[src/rtl/core/kcs_pkg.sv]
// kcs_pkg: shared types and constants for the k-combination successor.
// Field widths, request and register codes, sequencer states.
// No dependencies.
package kcs_pkg;

    localparam int DEF_MAX_K   = 16;
    localparam int DEF_MAX_SET = 64;

    localparam int REQ_W     = 2;
    localparam int POS_W     = 4;
    localparam int VAL_W     = 7;
    localparam int SET_W     = 7;
    localparam int SUB_W     = 5;
    localparam int OIDX_W    = 4;
    localparam int CFG_IDX_W = 1;
    localparam int CFG_W     = 7;
    localparam int CEIL_W    = VAL_W + 2;

    localparam logic [REQ_W-1:0] REQ_WRITE   = 2'd0;
    localparam logic [REQ_W-1:0] REQ_ADVANCE = 2'd1;
    localparam logic [REQ_W-1:0] REQ_RESTART = 2'd2;

    localparam logic [CFG_IDX_W-1:0] CFG_SET_SIZE    = 1'b0;
    localparam logic [CFG_IDX_W-1:0] CFG_SUBSET_SIZE = 1'b1;

    localparam logic [SET_W-1:0] SET_SIZE_RST    = 7'd8;
    localparam logic [SUB_W-1:0] SUBSET_SIZE_RST = 5'd4;

    typedef enum logic [2:0] {
        ST_IDLE,
        ST_SCAN,
        ST_FILL,
        ST_INIT,
        ST_EMIT_RD,
        ST_EMIT_LD,
        ST_EXH
    } state_t;

endpackage

[src/rtl/core/kcs_ram.sv]
// kcs_ram: element store, one write port and one registered read port.
// Depends on kcs_pkg for default widths.
module kcs_ram
    import kcs_pkg::*;
#(
    parameter int DEPTH = DEF_MAX_K,
    parameter int AW    = 4
)
(
    input  logic             clk,
    input  logic             wr_en,
    input  logic [AW-1:0]    wr_addr,
    input  logic [VAL_W-1:0] wr_data,
    input  logic [AW-1:0]    rd_addr,
    output logic [VAL_W-1:0] rd_data
);

    logic [VAL_W-1:0] mem [DEPTH];
    logic [VAL_W-1:0] rd_data_reg;

    always_ff @(posedge clk)
    begin
        if (wr_en)
        begin
            mem[wr_addr] <= wr_data;
        end
    end

    always_ff @(posedge clk)
    begin
        rd_data_reg <= mem[rd_addr];
    end

    assign rd_data = rd_data_reg;

endmodule

[src/rtl/core/k_combination_successor.sv]
// Sequence: a write is stored directly; a restart fills the k slots, then emits them; an
// advance scans slots from the right for the pivot (i = pivot slot), refills slots i+1
// to k-1, then emits all k elements; if no pivot is found it reports exhausted.
// Requests: one request at a time, the next is taken once the final result is
// loaded; emission waits while the output is held.
// Reset (async, active low): idle, no output pending, set_size 8, subset_size 4.
module k_combination_successor
    import kcs_pkg::*;
(
    input  logic                 clk,
    input  logic                 rst_n,
    input  logic                 cfg_we,
    input  logic [CFG_IDX_W-1:0] cfg_index,
    input  logic [CFG_W-1:0]     cfg_data,
    input  logic                 in_valid,
    output logic                 in_ready,
    input  logic [REQ_W-1:0]     req_type,
    input  logic [POS_W-1:0]     position,
    input  logic [VAL_W-1:0]     value,
    output logic                 out_valid,
    input  logic                 out_ready,
    output logic [OIDX_W-1:0]    elem_index,
    output logic [VAL_W-1:0]     elem_value,
    output logic                 found,
    output logic                 last
);

    // sizes are tied to the fixed field widths
    localparam int MAX_K   = DEF_MAX_K;
    localparam int MAX_SET = DEF_MAX_SET;

    localparam int IW    = (MAX_K > 1) ? $clog2(MAX_K) : 1;
    localparam int KCW0  = $clog2(MAX_K + 1);
    localparam int KCW   = (KCW0 > SUB_W) ? KCW0 : SUB_W;
    localparam int NCW0  = $clog2(MAX_SET + 1);
    localparam int NCW   = (NCW0 > SET_W) ? NCW0 : SET_W;
    localparam int PCW   = (KCW0 > POS_W) ? KCW0 : POS_W;

    state_t state_reg, state_next;

    logic [SET_W-1:0]        set_size_reg;
    logic [SUB_W-1:0]        subset_size_reg;
    logic [IW-1:0]           idx_reg;
    logic [IW-1:0]           kl_reg;
    logic signed [CEIL_W-1:0] ceil_reg;
    logic [VAL_W-1:0]        run_reg;

    logic                    out_valid_reg;
    logic [OIDX_W-1:0]       elem_index_reg;
    logic [VAL_W-1:0]        elem_value_reg;
    logic                    found_reg;
    logic                    last_reg;

    // effective k and n from the configuration
    logic [KCW-1:0]   sub_ext, k_eff;
    logic [NCW-1:0]   set_ext, n_eff;
    logic [IW-1:0]    kl_w;
    logic [VAL_W-1:0] n_val;

    always_comb
    begin
        sub_ext = KCW'(subset_size_reg);
        if (sub_ext == '0)
            k_eff = KCW'(1);
        else if (sub_ext > KCW'(MAX_K))
            k_eff = KCW'(MAX_K);
        else
            k_eff = sub_ext;
        kl_w = IW'(k_eff - KCW'(1));

        set_ext = NCW'(set_size_reg);
        if (set_ext == '0)
            n_eff = NCW'(1);
        else if (set_ext > NCW'(MAX_SET))
            n_eff = NCW'(MAX_SET);
        else
            n_eff = set_ext;
        n_val = VAL_W'(n_eff);
    end

    logic             accept;
    logic             out_free;
    logic             at_last;
    logic [VAL_W-1:0] rd_data;
    logic             hit;

    assign accept   = in_valid && in_ready;
    assign out_free = !out_valid_reg || out_ready;
    assign at_last  = (idx_reg == kl_reg);
    assign hit      = $signed({2'b00, rd_data}) < ceil_reg;

    // shared incrementer
    logic [VAL_W-1:0] inc_in, inc_out;
    assign inc_out = inc_in + VAL_W'(1);

    // store port controls
    logic             wr_en;
    logic [IW-1:0]    wr_addr;
    logic [VAL_W-1:0] wr_data;
    logic [IW-1:0]    rd_addr;
    logic             out_load;
    logic             out_exh;

    always_comb
    begin
        state_next = state_reg;
        unique case (state_reg)
            ST_IDLE:
            begin
                if (in_valid)
                begin
                    if (req_type == REQ_ADVANCE)
                        state_next = ST_SCAN;
                    else if (req_type == REQ_RESTART)
                        state_next = ST_INIT;
                end
            end
            ST_SCAN:
            begin
                if (hit)
                    state_next = at_last ? ST_EMIT_RD : ST_FILL;
                else if (idx_reg == '0)
                    state_next = ST_EXH;
            end
            ST_FILL, ST_INIT:
            begin
                if (at_last)
                    state_next = ST_EMIT_RD;
            end
            ST_EMIT_RD:
                state_next = ST_EMIT_LD;
            ST_EMIT_LD:
            begin
                if (out_free && at_last)
                    state_next = ST_IDLE;
            end
            ST_EXH:
            begin
                if (out_free)
                    state_next = ST_IDLE;
            end
            default:
                state_next = ST_IDLE;
        endcase
    end

    always_comb
    begin
        in_ready = 1'b0;
        wr_en    = 1'b0;
        wr_addr  = idx_reg;
        wr_data  = inc_out;
        rd_addr  = idx_reg;
        inc_in   = run_reg;
        out_load = 1'b0;
        out_exh  = 1'b0;
        unique case (state_reg)
            ST_IDLE:
            begin
                in_ready = 1'b1;
                wr_en    = in_valid && (req_type == REQ_WRITE)
                           && (PCW'(position) < PCW'(MAX_K));
                wr_addr  = IW'(position);
                wr_data  = value;
                // prefetch the rightmost slot for a scan
                rd_addr  = kl_w;
            end
            ST_SCAN:
            begin
                inc_in  = rd_data;
                wr_en   = hit;
                rd_addr = idx_reg - IW'(1);
            end
            ST_FILL:
            begin
                inc_in = run_reg;
                wr_en  = 1'b1;
            end
            ST_INIT:
            begin
                inc_in = VAL_W'(idx_reg);
                wr_en  = 1'b1;
            end
            ST_EMIT_RD:
                rd_addr = idx_reg;
            ST_EMIT_LD:
            begin
                out_load = out_free;
                rd_addr  = out_free ? idx_reg + IW'(1) : idx_reg;
            end
            ST_EXH:
                out_exh = out_free;
            default:
            begin
                in_ready = 1'b0;
            end
        endcase
    end

    kcs_ram #(
        .DEPTH (MAX_K),
        .AW    (IW)
    ) u_ram (
        .clk     (clk),
        .wr_en   (wr_en),
        .wr_addr (wr_addr),
        .wr_data (wr_data),
        .rd_addr (rd_addr),
        .rd_data (rd_data)
    );

    always_ff @(posedge clk or negedge rst_n)
    begin
        if (!rst_n)
        begin
            set_size_reg    <= SET_SIZE_RST;
            subset_size_reg <= SUBSET_SIZE_RST;
        end
        else if (cfg_we)
        begin
            unique case (cfg_index)
                CFG_SET_SIZE:    set_size_reg    <= cfg_data[SET_W-1:0];
                CFG_SUBSET_SIZE: subset_size_reg <= cfg_data[SUB_W-1:0];
                default:         set_size_reg    <= set_size_reg;
            endcase
        end
    end

    always_ff @(posedge clk or negedge rst_n)
    begin
        if (!rst_n)
            state_reg <= ST_IDLE;
        else
            state_reg <= state_next;
    end

    always_ff @(posedge clk)
    begin
        unique case (state_reg)
            ST_IDLE:
            begin
                if (accept)
                begin
                    kl_reg   <= kl_w;
                    ceil_reg <= $signed({2'b00, n_val});
                    idx_reg  <= (req_type == REQ_ADVANCE) ? kl_w : '0;
                end
            end
            ST_SCAN:
            begin
                if (hit)
                begin
                    run_reg <= inc_out;
                    idx_reg <= at_last ? '0 : idx_reg + IW'(1);
                end
                else
                begin
                    // ceiling drops by one per slot going left
                    idx_reg  <= idx_reg - IW'(1);
                    ceil_reg <= ceil_reg - CEIL_W'(1);
                end
            end
            ST_FILL, ST_INIT:
            begin
                run_reg <= inc_out;
                idx_reg <= at_last ? '0 : idx_reg + IW'(1);
            end
            ST_EMIT_LD:
            begin
                if (out_free)
                    idx_reg <= idx_reg + IW'(1);
            end
            default:
            begin
                run_reg <= run_reg;
            end
        endcase
    end

    always_ff @(posedge clk or negedge rst_n)
    begin
        if (!rst_n)
            out_valid_reg <= 1'b0;
        else if (out_load || out_exh)
            out_valid_reg <= 1'b1;
        else if (out_ready)
            out_valid_reg <= 1'b0;
    end

    always_ff @(posedge clk)
    begin
        if (out_load)
        begin
            elem_index_reg <= OIDX_W'(idx_reg);
            elem_value_reg <= rd_data;
            found_reg      <= 1'b1;
            last_reg       <= at_last;
        end
        else if (out_exh)
        begin
            elem_index_reg <= '0;
            elem_value_reg <= '0;
            found_reg      <= 1'b0;
            last_reg       <= 1'b1;
        end
    end

    assign out_valid  = out_valid_reg;
    assign elem_index = elem_index_reg;
    assign elem_value = elem_value_reg;
    assign found      = found_reg;
    assign last       = last_reg;

endmodule

[config.mk]
export PLATFORM = sky130hd
export DESIGN_NAME = k_combination_successor
export DESIGN_NICKNAME = d
export VERILOG_FILES = /design/src/rtl/core/kcs_pkg.sv /design/src/rtl/core/kcs_ram.sv /design/src/rtl/core/k_combination_successor.sv
export SDC_FILE = /design/constraint.sdc
export NUM_CORES = 1
export LEC_CHECK = 0
export ABC_AREA = 1
export CELL_PAD_IN_SITES_DETAIL_PLACEMENT = 2
export CELL_PAD_IN_SITES_GLOBAL_PLACEMENT = 2
export CORE_AREA = 2 2 159 161
export CTS_CLUSTER_DIAMETER = 100
export DETAILED_ROUTE_END_ITERATION = 16
export DIE_AREA = 0 0 161 163
export DONT_BUFFER_PORTS = 1
export GPL_TIMING_DRIVEN = 0
export PLACE_DENSITY = 0.74
export SLEW_MARGIN = 40
export SYNTH_ARGS = -nofsm -noshare
export SYNTH_HDL_FRONTEND = slang
export SYNTH_HIERARCHICAL = 1
export SYNTH_SLANG_ARGS = --single-unit
export TNS_END_PERCENT = 1
[constraint.sdc]
create_clock -name clk -period 3.25 [get_ports clk]
set_clock_uncertainty 0.1 [all_clocks]
set_input_delay 0.65 -clock clk [delete_from_list [all_inputs] [get_ports clk]]
set_output_delay 0.65 -clock clk [all_outputs]
set_load 0.005 [all_outputs]
==> results.txt, run 1 <==
The run finished, with violations left. The final reports fail on negative setup slack. The tools report the detailed placement HPWL as 20400 µm. For this run, the post-layout net count is 1000. Hold timing on the final database bottoms out at a slack of 26.4 ps. For this run, the top clock speed supported by timing is 305 MHz.

Largest incremental delay on the critical path: 670 ps. After detailed routing, the average wire length per cell comes to 21.6 µm. The endpoint type of the worst setup path was a register. Setup total negative slack on the finished layout was measured at -483 ps. At the pin with the least slew margin, the transition time is 825 ps. The run gives 43200 µm as the global-route wire length before repair. Entering global routing, the biggest net connects 19 pins. The clock-pin slew reported for the worst setup and hold paths after clock tree synthesis was 80 ps. For the worst setup path, the data required time is 3220 ps. During synthesis, Yosys emitted a total of 6 warnings. The worst setup path is launched from a register. Clock latency on the worst-skew pair, taken at its later pin, is 440 ps. Sorting the synthesized cells by area gives the leading types as sky130_fd_sc_hd__edfxtp_1 (52%), sky130_fd_sc_hd__nand2_1 (13%), sky130_fd_sc_hd__inv_1 (6.6%). The worst setup path is of the register to register kind.

The H-tree depth is 4, and the arrival time at the worst endpoint is 3240 ps. Post-route fraction of the period consumed by the critical path: 1.01. For the violation count after the first detailed-routing iteration, the log shows 367. Once detail routing completed, the nets flagged for antenna violations numbered 0.

The logs give 0 for the max-capacitance violation count and 24700 µm² for the area of the placeable core. Input and output buffers added on the ports amount to 0. Full die area: 26200 µm². The logs give 0 for the hold violation total from the final report and 2 for the maximum root-to-sink buffer count.

Detailed routing inserted a total of 6512 vias. Initial cell density of the core: 0.344. The initial antenna violation count is 0. After synthesis the cells add up to 8490 µm². Synthesis produced 939 cells. The run gives 5010 µm² as the sequential cell area. The fraction of synthesis flops using an asynchronous set or reset pin came out at 0.0930. Yosys mapped a number of flops with a built-in enable equal to 148. The unique cell type count in the Yosys netlist is 41. The congestion estimate from routability-driven global placement came to 0.798. For the number of global-route vias before repair, the log shows 7225.

The total routing usage reported by global routing is 0.223, and the sequential area share after synthesis is 0.590. The worst relative slew slack was 0.449; the number of rows created at floorplan was 58. The synthesized flop and latch total came out at 172.

The cell repeated most along the worst path is sky130_fd_sc_hd__nor2_1. The cell taking the most area after synthesis is sky130_fd_sc_hd__edfxtp_1. The slowest stage of the critical path belongs to the cell sky130_fd_sc_hd__nor2_1. The via density per instance works out to 4.99. The tightest min-delay check is of the primary input to async pin type. Walking the worst path, the cells encountered are inv_1 -> ha_1 -> nand2_1 -> nor2_1 -> nand2_1 -> nor2_1 -> nor2_2 -> nand4_1 -> nand3_1 -> nand3b_1 -> nor2_1. Final-report setup violation count: 28. The number of clock buffers added by TritonCTS is 17. Counting every sink on the clock net gives 172. The most used flip-flop cell after synthesis is sky130_fd_sc_hd__edfxtp_1. A synthesized cell averages 9.04 µm².

The total iterations of the first detailed-routing run was 5; the share of post-route cells with drive strength above 1 was 0.107. The logs give 0 for the residual overflow from global routing and -24.0 ps for the worst setup slack after layout. The share of the synthesized area in the top cell type was 0.523; the minimum period implied by the final worst setup slack was 3270 ps. Setup repair after global routing could not meet its margin everywhere.

The number of flip-flops in the largest register is 112, and the height of the die is 163 µm. During I/O placement, the number of pins put on the boundary was 41. 0 antenna diodes ended up in the layout. Summed over all layers, the routed wires come to 28200 µm. Compared with the post-synthesis result, the final layout area differs by 12.8%.

The multi-input combinational cell area was 2760 µm²; the top fanout value on the critical path was 7. In the routed design, unresolved DRC markers number 0. The max-slew violation count was 0. Root cell of the clock tree: sky130_fd_sc_hd__clkbuf_16.

TritonCTS built the clock tree. The number of fillers in the final layout is 2774, and the die boundary width is 161 µm. After clock tree synthesis, the setup repair step added 0 buffers.

Synthesis produced a netlist with a net count of 978.
what timing repair did:
action | 4_1_cts | 5_1_grt
gates resized for setup | 4 | 12
cloned | 0 | 0
hold endpoints to repair | 16 | 0
hold buffers | 1 | 0
setup endpoints to repair | 14 | 105
cell families (layout without fill, tap and decap cells):
kind of cell | Yosys count | count (layout) | synth area share
DFF | 172 | 172 | 0.590
adders and majority gates | 13 | 13 | 0.0192
and+or+nand+nor | 497 | 497 | 0.251
AOI/OAI and AO/OA | 57 | 57 | 0.0374
buffers and inverters | 189 | 224 | 0.0912
xor gates and xnor gates | 10 | 10 | 0.0103
muxes | 1 | 1 | 0.00133
final timing paths:
| check | slack (ps) | start | endpoint | depth (start not counted) |
|---|---|---|---|---|
| max | -20 | ceil_reg[3]$_DFFE_PP_ | u_ram/mem[10][5]$_DFFE_PP_ | 11 |
| min | 30 | rst_n | sub_ext[1]$_DFFE_PN0P_ | 1 |
| max reg2reg | -20 | ceil_reg[3]$_DFFE_PP_ | u_ram/mem[10][5]$_DFFE_PP_ | 11 |
| min reg2reg | 400 | set_ext[3]$_DFFE_PN1P_ | set_ext[3]$_DFFE_PN1P_ | 2 |
| max in group asynchronous | 2690 | rst_n | set_ext[3]$_DFFE_PN1P_ | 1 |
| min in group clk | 270 | cfg_data[5] | set_ext[5]$_DFFE_PN0P_ | 1 |
critical path, delay by kind of cell, from the launching register on:
family,cells,cell delay [ps]
and+or+nand+nor,9,2000
adders and majority gates,1,260
buffers and inverters,1,150
DFF,1,380
through the flow:
step | cell area, µm² | setup slack [ps] | instances | utilization
after floorplan | 8490 | 754 | 939 | -
after global placement | 8900 | -718 | 1269 | 0.361
after detailed placement | 8950 | -438 | 1271 | 0.363
after CTS | 9560 | -17.1 | 1304 | 0.387
after global routing | 9580 | -136 | 1304 | 0.388
final | 9580 | -24.0 | 1304 | 0.388
layout make-up:
cell class,instances,area share
multi-input cells,578,0.288
plain buffers,30,0.0188
clock buffers,17,0.0444
inverters,159,0.0623
repair buffers,3,0.00261
flip-flops and latches,172,0.523
clock inverters,15,0.0179
well taps,330,0.0431
cell usage after synthesis (6+ instances only):
| cell | n |
|---|---|
| sky130_fd_sc_hd__nand2_1 | 290 |
| sky130_fd_sc_hd__inv_1 | 150 |
| sky130_fd_sc_hd__edfxtp_1 | 148 |
| sky130_fd_sc_hd__nand3_1 | 107 |
| sky130_fd_sc_hd__nor2_1 | 65 |
| sky130_fd_sc_hd__o21ai_0 | 33 |
| sky130_fd_sc_hd__buf_2 | 16 |
| sky130_fd_sc_hd__dfrtp_1 | 14 |
| sky130_fd_sc_hd__ha_1 | 13 |
| sky130_fd_sc_hd__a21oi_1 | 10 |
| sky130_fd_sc_hd__nand4_1 | 10 |
| sky130_fd_sc_hd__inv_2 | 9 |
| sky130_fd_sc_hd__buf_4 | 8 |
| sky130_fd_sc_hd__dfxtp_1 | 8 |
| sky130_fd_sc_hd__nor2_2 | 6 |
| sky130_fd_sc_hd__xor2_1 | 6 |
cell usage in the layout (no fill, tap or decap), types with 2 or more instances in the layout:
cell | synthesis | routed
sky130_fd_sc_hd__inv_6 | 0 | 4
sky130_fd_sc_hd__a31oi_1 | 3 | 3
sky130_fd_sc_hd__dfxtp_1 | 8 | 8
sky130_fd_sc_hd__nor2_1 | 65 | 54
sky130_fd_sc_hd__clkbuf_2 | 0 | 2
sky130_fd_sc_hd__xnor2_1 | 4 | 4
sky130_fd_sc_hd__nand4_1 | 10 | 10
sky130_fd_sc_hd__inv_8 | 0 | 4
sky130_fd_sc_hd__clkinv_8 | 0 | 2
sky130_fd_sc_hd__clkinv_4 | 0 | 2
sky130_fd_sc_hd__a21oi_1 | 10 | 10
sky130_fd_sc_hd__clkbuf_16 | 0 | 17
sky130_fd_sc_hd__edfxtp_1 | 148 | 148
sky130_fd_sc_hd__buf_6 | 2 | 2
sky130_fd_sc_hd__buf_4 | 8 | 8
sky130_fd_sc_hd__dfrtp_1 | 14 | 14
sky130_fd_sc_hd__o22ai_1 | 2 | 2
sky130_fd_sc_hd__inv_1 | 150 | 149
sky130_fd_sc_hd__o21ai_0 | 33 | 31
sky130_fd_sc_hd__nand2_1 | 290 | 290
sky130_fd_sc_hd__nand3b_1 | 4 | 4
sky130_fd_sc_hd__ha_1 | 13 | 13
sky130_fd_sc_hd__xor2_1 | 6 | 6
sky130_fd_sc_hd__nor2_2 | 6 | 17
sky130_fd_sc_hd__inv_2 | 9 | 10
sky130_fd_sc_hd__clkbuf_1 | 4 | 2
sky130_fd_sc_hd__dfstp_2 | 2 | 2
sky130_fd_sc_hd__nand2_4 | 1 | 2
sky130_fd_sc_hd__nor3_1 | 2 | 2
sky130_fd_sc_hd__nand3_1 | 107 | 107
sky130_fd_sc_hd__o2111ai_1 | 3 | 3
sky130_fd_sc_hd__and2_1 | 4 | 4
sky130_fd_sc_hd__buf_2 | 16 | 18
per-layer routing:
| metal | wire [µm] | global-route usage | part of all wire |
|---|---|---|---|
| met4 | 341 | 0.0572 | 0.012 |
| met3 | 794 | 0.0369 | 0.028 |
| met1 | 13100 | 0.299 | 0.47 |
| met5 | 0 | 0 | 0 |
| met2 | 13900 | 0.379 | 0.49 |
Power of run 1 is not shown: default switching activity piles up to over one toggle a cycle in this logic, so the estimate is an artifact.
==> run 2, diff against run 1 <==
--- a/config.mk
+++ b/config.mk
@@ -14,10 +14,9 @@
 export DIE_AREA = 0 0 161 163
 export DONT_BUFFER_PORTS = 1
 export GPL_TIMING_DRIVEN = 0
-export PLACE_DENSITY = 0.74
+export PLACE_DENSITY = 0.72
 export SLEW_MARGIN = 40
 export SYNTH_ARGS = -nofsm -noshare
 export SYNTH_HDL_FRONTEND = slang
-export SYNTH_HIERARCHICAL = 1
 export SYNTH_SLANG_ARGS = --single-unit
 export TNS_END_PERCENT = 1
==> run 2 against run 1 <==
Effect of this change: the flow now finishes without violations; critical path depth increased by 1; synthesized cell count is 5.9% lower; first-iteration DRC count is 11% higher; core utilization is 0.42 points higher; setup slack better by 250 ps; area after synthesis decreased by 0.94%; die area is the same; register-to-register slack better by 250 ps; flip-flop and latch count is the same; via count decreased by 2.0%; highest routed layer unchanged.
==> results.txt, run 2 <==
The tools report the detailed placement HPWL as 19700 µm (was 20400 µm). The dominant combinational cell family by area after synthesis was simple AND/OR/NAND/NOR gates (unchanged). The count of flip-flops with a built-in enable after synthesis is 148 (unchanged), and the maximum root-to-sink buffer count is 2 (unchanged). The category of the most critical setup path was register to register (unchanged). The run gives 0.0357 (was 0.0369) as the met3 layer usage reported by global route. Fraction of the mapped netlist area in simple logic gates: 0.229 (was 0.251). The tools report the number of warnings printed during yosys synthesis as 0 (was 6). The run gives 0.341 (was 0.344) as the initial cell density of the core. The worst setup path startpoint was ceil_reg[4]$_DFFE_PP_ (was ceil_reg[3]$_DFFE_PP_). The residual overflow from global routing was 0 (unchanged). The per-cell routed wire length was 21.8 µm (was 21.6 µm).

The post-synthesis to final-layout area growth was 15.1% (was 12.8%). The routability congestion estimate from global placement was 0.806 (was 0.798); the hold violation total from the final report was 0 (unchanged). The busiest layer in global routing was met2 (unchanged). The share of the synthesized area in the top cell type is 0.528 (was 0.523). The portion of netlist area occupied by mux cells was 0.00134 (was 0.00133).

The run finished with clean final reports. The worst relative slew slack came out at 0.439 (was 0.449). The global-route wire length before repair is 41600 µm (was 43200 µm), and the I/O pin total is 41 (unchanged). For the cell count after synthesis, the log shows 884 (was 939). The type of origin of the critical path is a register (unchanged).

The cell taking the most area after synthesis is sky130_fd_sc_hd__edfxtp_1 (unchanged). The final-report setup violation count was 0 (was 28); the cell area after synthesis was 8410 µm² (was 8490 µm²). The number of sinks driven by the clock tree was 172 (unchanged); the aggregate negative setup slack was 0 ps (was -483 ps). The logs give 0 (unchanged) for the antenna violation net count after detailed routing and 1251 (was 1304) for the final non-filler cell total. The run gives 0 (unchanged) as the max-slew violation count.

The logs give 4 (was 5) for the total iterations of the first detailed-routing run and 0 (unchanged) for the initial antenna violation count. Root cell of the clock tree: sky130_fd_sc_hd__clkbuf_16 (unchanged). The type of the tightest min-delay check is primary input to async pin (unchanged).

The H-tree depth was 4 (unchanged); the core occupancy in the finished layout was 0.392 (was 0.388). The fraction of synthesis flops using an asynchronous set or reset pin was 0.0930 (unchanged); the full die area was 26200 µm² (unchanged). The post-route fraction of the period consumed by the critical path is 0.930 (was 1.01), and the adder and majority gate portion of the synthesized area is 0.0193 (was 0.0192).

The max-capacitance violation count was 0 (unchanged); the height of the die was 163 µm (unchanged). The most repeated cell in the gate-level netlist after synthesis was sky130_fd_sc_hd__nand2_1 (unchanged). The number of remaining DRC errors was 0 (unchanged). Setup repair after global routing left no endpoint under its margin. The slew at the pin closest to its max-slew limit is 842 ps (was 825 ps). The xor and xnor area share after synthesis works out to 0.0125 (was 0.0103). The clock latency on the worst-skew pair is 450 ps (was 440 ps), and the clock buffer count from CTS is 17 (unchanged). The tools report the number of global-route vias before repair as 6924 (was 7225).

TritonCTS built the clock tree. The tools report the global routing usage on met1 as 0.267 (was 0.299). The tools report the post-synthesis net count as 923 (was 978).

The number of buffers added on ports is 0 (unchanged), and the via count of the routed design is 6382 (was 6512). The unique cell type count in the Yosys netlist is 42 (was 41), and the die boundary width is 161 µm (unchanged). Data required time of the worst path: 3280 ps (was 3220 ps). Ranking of synthesized cells by instance count: sky130_fd_sc_hd__nand2_1 (170), sky130_fd_sc_hd__nand3_1 (150), sky130_fd_sc_hd__inv_1 (149) (was sky130_fd_sc_hd__nand2_1 (290), sky130_fd_sc_hd__inv_1 (150), sky130_fd_sc_hd__edfxtp_1 (148)). The peak clock frequency supported by timing was 331 MHz (was 305 MHz); the register-to-register path setup slack was 230 ps (was -20 ps). The worst reg2reg path depth was 12 (was 11); the arrival time at the worst endpoint was 3060 ps (was 3240 ps).

The total routing usage reported by global routing was 0.218 (was 0.223); the total instance count after detailed placement was 1216 (was 1271). Most used cells in the layout excluding fill and tap cells: sky130_fd_sc_hd__nand2_1 (166), sky130_fd_sc_hd__inv_1 (149), sky130_fd_sc_hd__edfxtp_1 (148) (was sky130_fd_sc_hd__nand2_1 (290), sky130_fd_sc_hd__inv_1 (149), sky130_fd_sc_hd__edfxtp_1 (148)). Sequential area share after synthesis: 0.595 (was 0.590). The primary flip-flop cell chosen by synthesis mapping is sky130_fd_sc_hd__edfxtp_1 (unchanged).

The capture instance of the worst register-to-register path is u_ram.mem[7][3]$_DFFE_PP_ (was u_ram/mem[10][5]$_DFFE_PP_). Cell types with the largest area share after synthesis: sky130_fd_sc_hd__edfxtp_1 (53%), sky130_fd_sc_hd__nand3_1 (8.9%), sky130_fd_sc_hd__nand2_1 (7.6%) (was sky130_fd_sc_hd__edfxtp_1 (52%), sky130_fd_sc_hd__nand2_1 (13%), sky130_fd_sc_hd__inv_1 (6.6%)). The synthesized flop and latch total was 172 (unchanged); the antenna diode count was 0 (unchanged). The capturing instance or port of the critical path is u_ram.mem[7][3]$_DFFE_PP_ (was u_ram/mem[10][5]$_DFFE_PP_). The global routing usage on met2 is 0.385 (was 0.379). The area of the placeable core was 24700 µm² (unchanged). The via density per instance is 5.10 (was 4.99), and the number of nets at the end of the flow is 947 (was 1000). The most frequent standard cell in the layout excluding fill and tap cells was sky130_fd_sc_hd__nand2_1 (unchanged). The number of flip-flops in the largest register is 112 (unchanged), and the minimum period implied by the final worst setup slack is 3020 ps (was 3270 ps).

For the number of fillers in the final layout, the log shows 2694 (was 2774). The number of rows created at floorplan was 58 (unchanged); the top fanout value on the critical path was 7 (unchanged). The tools report the endpoint type of the worst setup path as a register (unchanged).

The post-synthesis area per instance was 9.52 µm² (was 9.04 µm²); the clock-pin slew reported for the worst setup and hold paths after clock tree synthesis was 80 ps (about the same). The routed wire length is 27300 µm (was 28200 µm), and the violation count after the first detailed-routing iteration is 409 (was 367). The share of post-route cells with drive strength above 1 came out at 0.113 (was 0.107).

The run gives 21 (was 19) as the largest net degree at the start of global routing. The compound-gate portion of the synthesized area is 0.0538 (was 0.0374). The source of the worst register-to-register timing path is ceil_reg[4]$_DFFE_PP_ (was ceil_reg[3]$_DFFE_PP_).
run 2: area by class of cell:
| class | count | area [µm²] | area share |
|---|---|---|---|
| Buffer | 33 | 163 | 0.0168 |
| Multi-Input combinational cell | 524 | 2860 | 0.295 |
| Clock inverter | 15 | 188 | 0.0194 |
| Inverter | 155 | 582 | 0.0601 |
| Sequential cell | 172 | 5010 | 0.517 |
| Clock buffer | 17 | 425 | 0.0439 |
| Timing Repair Buffer | 5 | 46.3 | 0.00478 |
| Tap cell | 330 | 413 | 0.0426 |
run 2: cell families (layout without fill, tap and decap cells):
group / Yosys count / in the layout
AO/OA/AOI/OAI: 76 / 76
XOR/XNOR: 12 / 12
adder cells (fa/ha/maj): 13 / 13
buffers and inverters: 188 / 225
flip-flops: 172 / 172
multiplexers: 1 / 1
AND/OR/NAND/NOR: 422 / 422
run 2: metrics by stage:
stage	cell area (µm²)	setup WS [ps]	hold slack [ps]
after floorplan	8410	606	254
after global placement	8820	-1030	255
after detailed placement	8880	-406	255
after CTS	9650	-40.7	240
after global routing	9680	12.6	22.4
final	9680	228	8.31
run 2: worst max-delay path: stages, from the launching register on:
cell                       delay, ps
sky130_fd_sc_hd__edfxtp_1        410
sky130_fd_sc_hd__inv_1           170
sky130_fd_sc_hd__ha_1            270
sky130_fd_sc_hd__a21oi_1         130
sky130_fd_sc_hd__o21ai_0         100
sky130_fd_sc_hd__nand2_1          80
sky130_fd_sc_hd__nand4_1          80
sky130_fd_sc_hd__buf_4           180
sky130_fd_sc_hd__nor2_4          140
sky130_fd_sc_hd__inv_1           120
sky130_fd_sc_hd__nand3_1         230
sky130_fd_sc_hd__nand3_2         340
sky130_fd_sc_hd__nor2_4          350
run 2: how the worst min path moves through the flow:
stage | to | slack, ps | depth (start not counted)
global placement | sub_ext[4]$_DFFE_PN0P_ | 250 | 0
floorplan | out_valid$_DFFE_PN0P_ | 250 | 0
detailed placement | sub_ext[4]$_DFFE_PN0P_ | 250 | 0
finish | set_ext[4]$_DFFE_PN0P_ | 8 | 1
global route | set_ext[4]$_DFFE_PN0P_ | 20 | 1
CTS | set_ext[4]$_DFFE_PN0P_ | 240 | 2
run 2: timing repair:
item,CTS,global route
setup buffers,0,2
hold buffers,1,0
hold endpoints to repair,16,0
resized for setup,39,5
setup endpoints to repair,128,183
run 2: per-layer routing:
| metal | vias up | share of wire |
|---|---|---|
| li1 | 2993 | - |
| met1 | 3229 | 0.43 |
| met2 | 118 | 0.51 |
| met3 | 42 | 0.029 |
| met4 | 0 | 0.026 |
| met5 | - | 0 |
Power of run 2 is left out for the same reason.
==> run 3, diff against run 2 <==
--- a/config.mk
+++ b/config.mk
@@ -15,6 +15,7 @@
 export DONT_BUFFER_PORTS = 1
 export GPL_TIMING_DRIVEN = 0
 export PLACE_DENSITY = 0.72
+export SETUP_SLACK_MARGIN = 0.5
 export SLEW_MARGIN = 40
 export SYNTH_ARGS = -nofsm -noshare
 export SYNTH_HDL_FRONTEND = slang
==> run 3 against run 2 <==
Effect of this change: routed wire length increased by 1.7%; global-route usage increased by 0.24 points; hold slack improved by 4.7 ps; critical path depth decreased by 1; non-clock buffer count increased by 11; sequential share of layout area decreased by 1.4 points; critical path type unchanged.
==> results.txt, run 3 (same netlist as run 2, synthesis figures left out) <==
The maximum root-to-sink buffer count was 2 (unchanged); the post-synthesis to final-layout area growth was 18.3% (was 15.1%). The worst setup path startpoint was ceil_reg[4]$_DFFE_PP_ (unchanged). The antenna diode count was 0 (unchanged). The flow ran to the end, and the final reports show no timing, DRC or antenna violations.

The antenna violation net count after detailed routing is 0 (unchanged), and the post-route fraction of the period consumed by the critical path is 0.840 (was 0.930). The category of the most critical setup path was register to register (unchanged). The initial cell density of the core is 0.341 (unchanged).

The largest net degree at the start of global routing is 21 (unchanged). Most used cells in the layout excluding fill and tap cells: sky130_fd_sc_hd__nand2_1 (165), sky130_fd_sc_hd__edfxtp_1 (148), sky130_fd_sc_hd__nand3_1 (145) (was sky130_fd_sc_hd__nand2_1 (166), sky130_fd_sc_hd__inv_1 (149), sky130_fd_sc_hd__edfxtp_1 (148)). The minimum period implied by the final worst setup slack is 2730 ps (was 3020 ps), and the max-capacitance violation count is 0 (unchanged). The type of origin of the critical path is a register (unchanged).

The logs give 13.0 ps (was 8.31 ps) for the final worst hold slack and 41 (unchanged) for the I/O pin total. Worst relative slew slack: 0.496 (was 0.439). The via count of the routed design was 6461 (was 6382); the number of sinks driven by the clock tree was 172 (unchanged). The per-cell routed wire length came out at 22.0 µm (was 21.8 µm). The area of the placeable core came out at 24700 µm² (unchanged). Ordered list of cells on the worst path: inv_2 -> ha_1 -> a21oi_1 -> o21ai_0 -> nand2_1 -> nand4_1 -> nor2_4 -> inv_1 -> nand3_4 -> nand3_4 -> nor2_4 (was inv_1 -> ha_1 -> a21oi_1 -> o21ai_0 -> nand2_1 -> nand4_1 -> buf_4 -> nor2_4 -> inv_1 -> nand3_1 -> nand3_2 -> nor2_4).

H-tree depth: 4 (unchanged). Cell type group with the largest total delay on the critical path: simple AND/OR/NAND/NOR gates (unchanged). Number of remaining DRC errors: 0 (unchanged). The clock latency on the worst-skew pair is 450 ps (about the same). The logs give 58 (unchanged) for the number of rows created at floorplan and 0.806 (unchanged) for the routability congestion estimate from global placement. The tools report the residual overflow from global routing as 0 (unchanged). The final-report setup violation count is 0 (unchanged). Setup repair after global routing could not meet its margin everywhere. The clock buffer count from CTS was 17 (unchanged). The number of global-route vias before repair is 7029 (was 6924).

Global-route wire length before repair: 42100 µm (was 41600 µm). Detailed placement HPWL: 19700 µm (unchanged). The slew at the pin closest to its max-slew limit was 748 ps (was 842 ps); the routed wire length was 27700 µm (was 27300 µm). The violation count after the first detailed-routing iteration was 506 (was 409); the peak clock frequency supported by timing was 366 MHz (was 331 MHz). The number of nets at the end of the flow is 958 (was 947).

Largest incremental delay on the critical path: 420 ps (was 410 ps). TritonCTS built the clock tree. The run gives 0 (unchanged) as the hold violation total from the final report. The initial antenna violation count is 0 (unchanged). Source of the worst register-to-register timing path: ceil_reg[4]$_DFFE_PP_ (unchanged). The final non-filler cell total came out at 1262 (was 1251).

The clock-pin slew reported for the worst setup and hold paths after clock tree synthesis is 80 ps (about the same). The type of the tightest min-delay check is primary input to async pin (unchanged). The run gives 0.220 (was 0.218) as the total routing usage reported by global routing.

The cell with the largest stage delay on the worst path is sky130_fd_sc_hd__edfxtp_1 (unchanged). Number of flip-flops in the largest register: 112 (unchanged). Root cell of the clock tree: sky130_fd_sc_hd__clkbuf_16 (unchanged). Most frequent standard cell in the layout excluding fill and tap cells: sky130_fd_sc_hd__nand2_1 (unchanged).

The height of the die is 163 µm (unchanged), and the data required time of the worst path is 3290 ps (was 3280 ps). The critical path buffer and inverter count was 2 (was 3); the die boundary width was 161 µm (unchanged). The arrival time at the worst endpoint was 2780 ps (was 3060 ps). The total iterations of the first detailed-routing run is 5 (was 4). The via density per instance was 5.12 (was 5.10); the number of buffers added on ports was 0 (unchanged). The tools report the max-slew violation count as 0 (unchanged). The endpoint type of the worst setup path is a register (unchanged). The share of post-route cells with drive strength above 1 came out at 0.144 (was 0.113).

For the total instance count after detailed placement, the log shows 1216 (unchanged). The full die area was 26200 µm² (unchanged). The top fanout value on the critical path came out at 7 (unchanged).
==> run 3: cell types whose count changed in the layout (fill, tap and decap cells not counted), sizes merged <==
cell | before | now
buf | 26 | 34
clkbuf | 29 | 32
clkinvlp | 1 | 3
inv | 162 | 160
==> run 3: final timing paths <==
path	endpoint	slack, ps	cells after the start
min	sub_ext[0]$_DFFE_PN0P_	10	1
max	u_ram.mem[0][1]$_DFFE_PP_	520	11
max reg2reg	u_ram.mem[0][1]$_DFFE_PP_	520	11
max in group asynchronous	set_ext[3]$_DFFE_PN1P_	2720	1
min reg2reg	set_ext[3]$_DFFE_PN1P_	400	2
min in group clk	set_ext[3]$_DFFE_PN1P_	250	2
==> run 3: layout make-up <==
type / count / area, µm²
plain buffers: 33 / 176
clock buffers: 17 / 425
clock inverters: 15 / 188
inverters: 155 / 592
flip-flops and latches: 172 / 5010
well taps: 330 / 413
multi-input cells: 524 / 2980
fillers: 2665 / 14700
repair buffers: 16 / 166
==> run 3: metrics by stage <==
stage | utilization | worst slack (ps) | setup TNS, ps | area, µm²
floorplan | - | 606 | 0 | 8410
global placement | 0.358 | -1030 | -50750 | 8820
detailed placement | 0.360 | -406 | -40500 | 8880
CTS | 0.396 | 247 | 0 | 9780
global route | 0.403 | 353 | 0 | 9950
finish | 0.403 | 519 | 0 | 9950
==> run 3: routing by layer <==
layer	global-route usage	vias up	share of wire
met2	0.387	138	0.52
met5	0	-	0
met1	0.268	3266	0.43
met4	0.0905	0	0.026
li1	-	3015	-
met3	0.0369	42	0.030
==> run 3: what timing repair did <==
item	4_1_cts	5_1_grt
buffers inserted	4	9
hold endpoints to repair	16	0
pin swaps	6	6
resized for setup	54	29
setup endpoints to repair	232	226
hold buffers	1	0
==> run 3: worst register-to-register path, delay by kind of cell (launching register included) <==
family,cells,cell delay (ps)
buffers and inverters,2,250
flip-flops,1,420
AND/OR/NAND/NOR,6,1160
AO/OA/AOI/OAI,2,240
adder cells (fa/ha/maj),1,250
Power of run 3 is left out for the same reason.
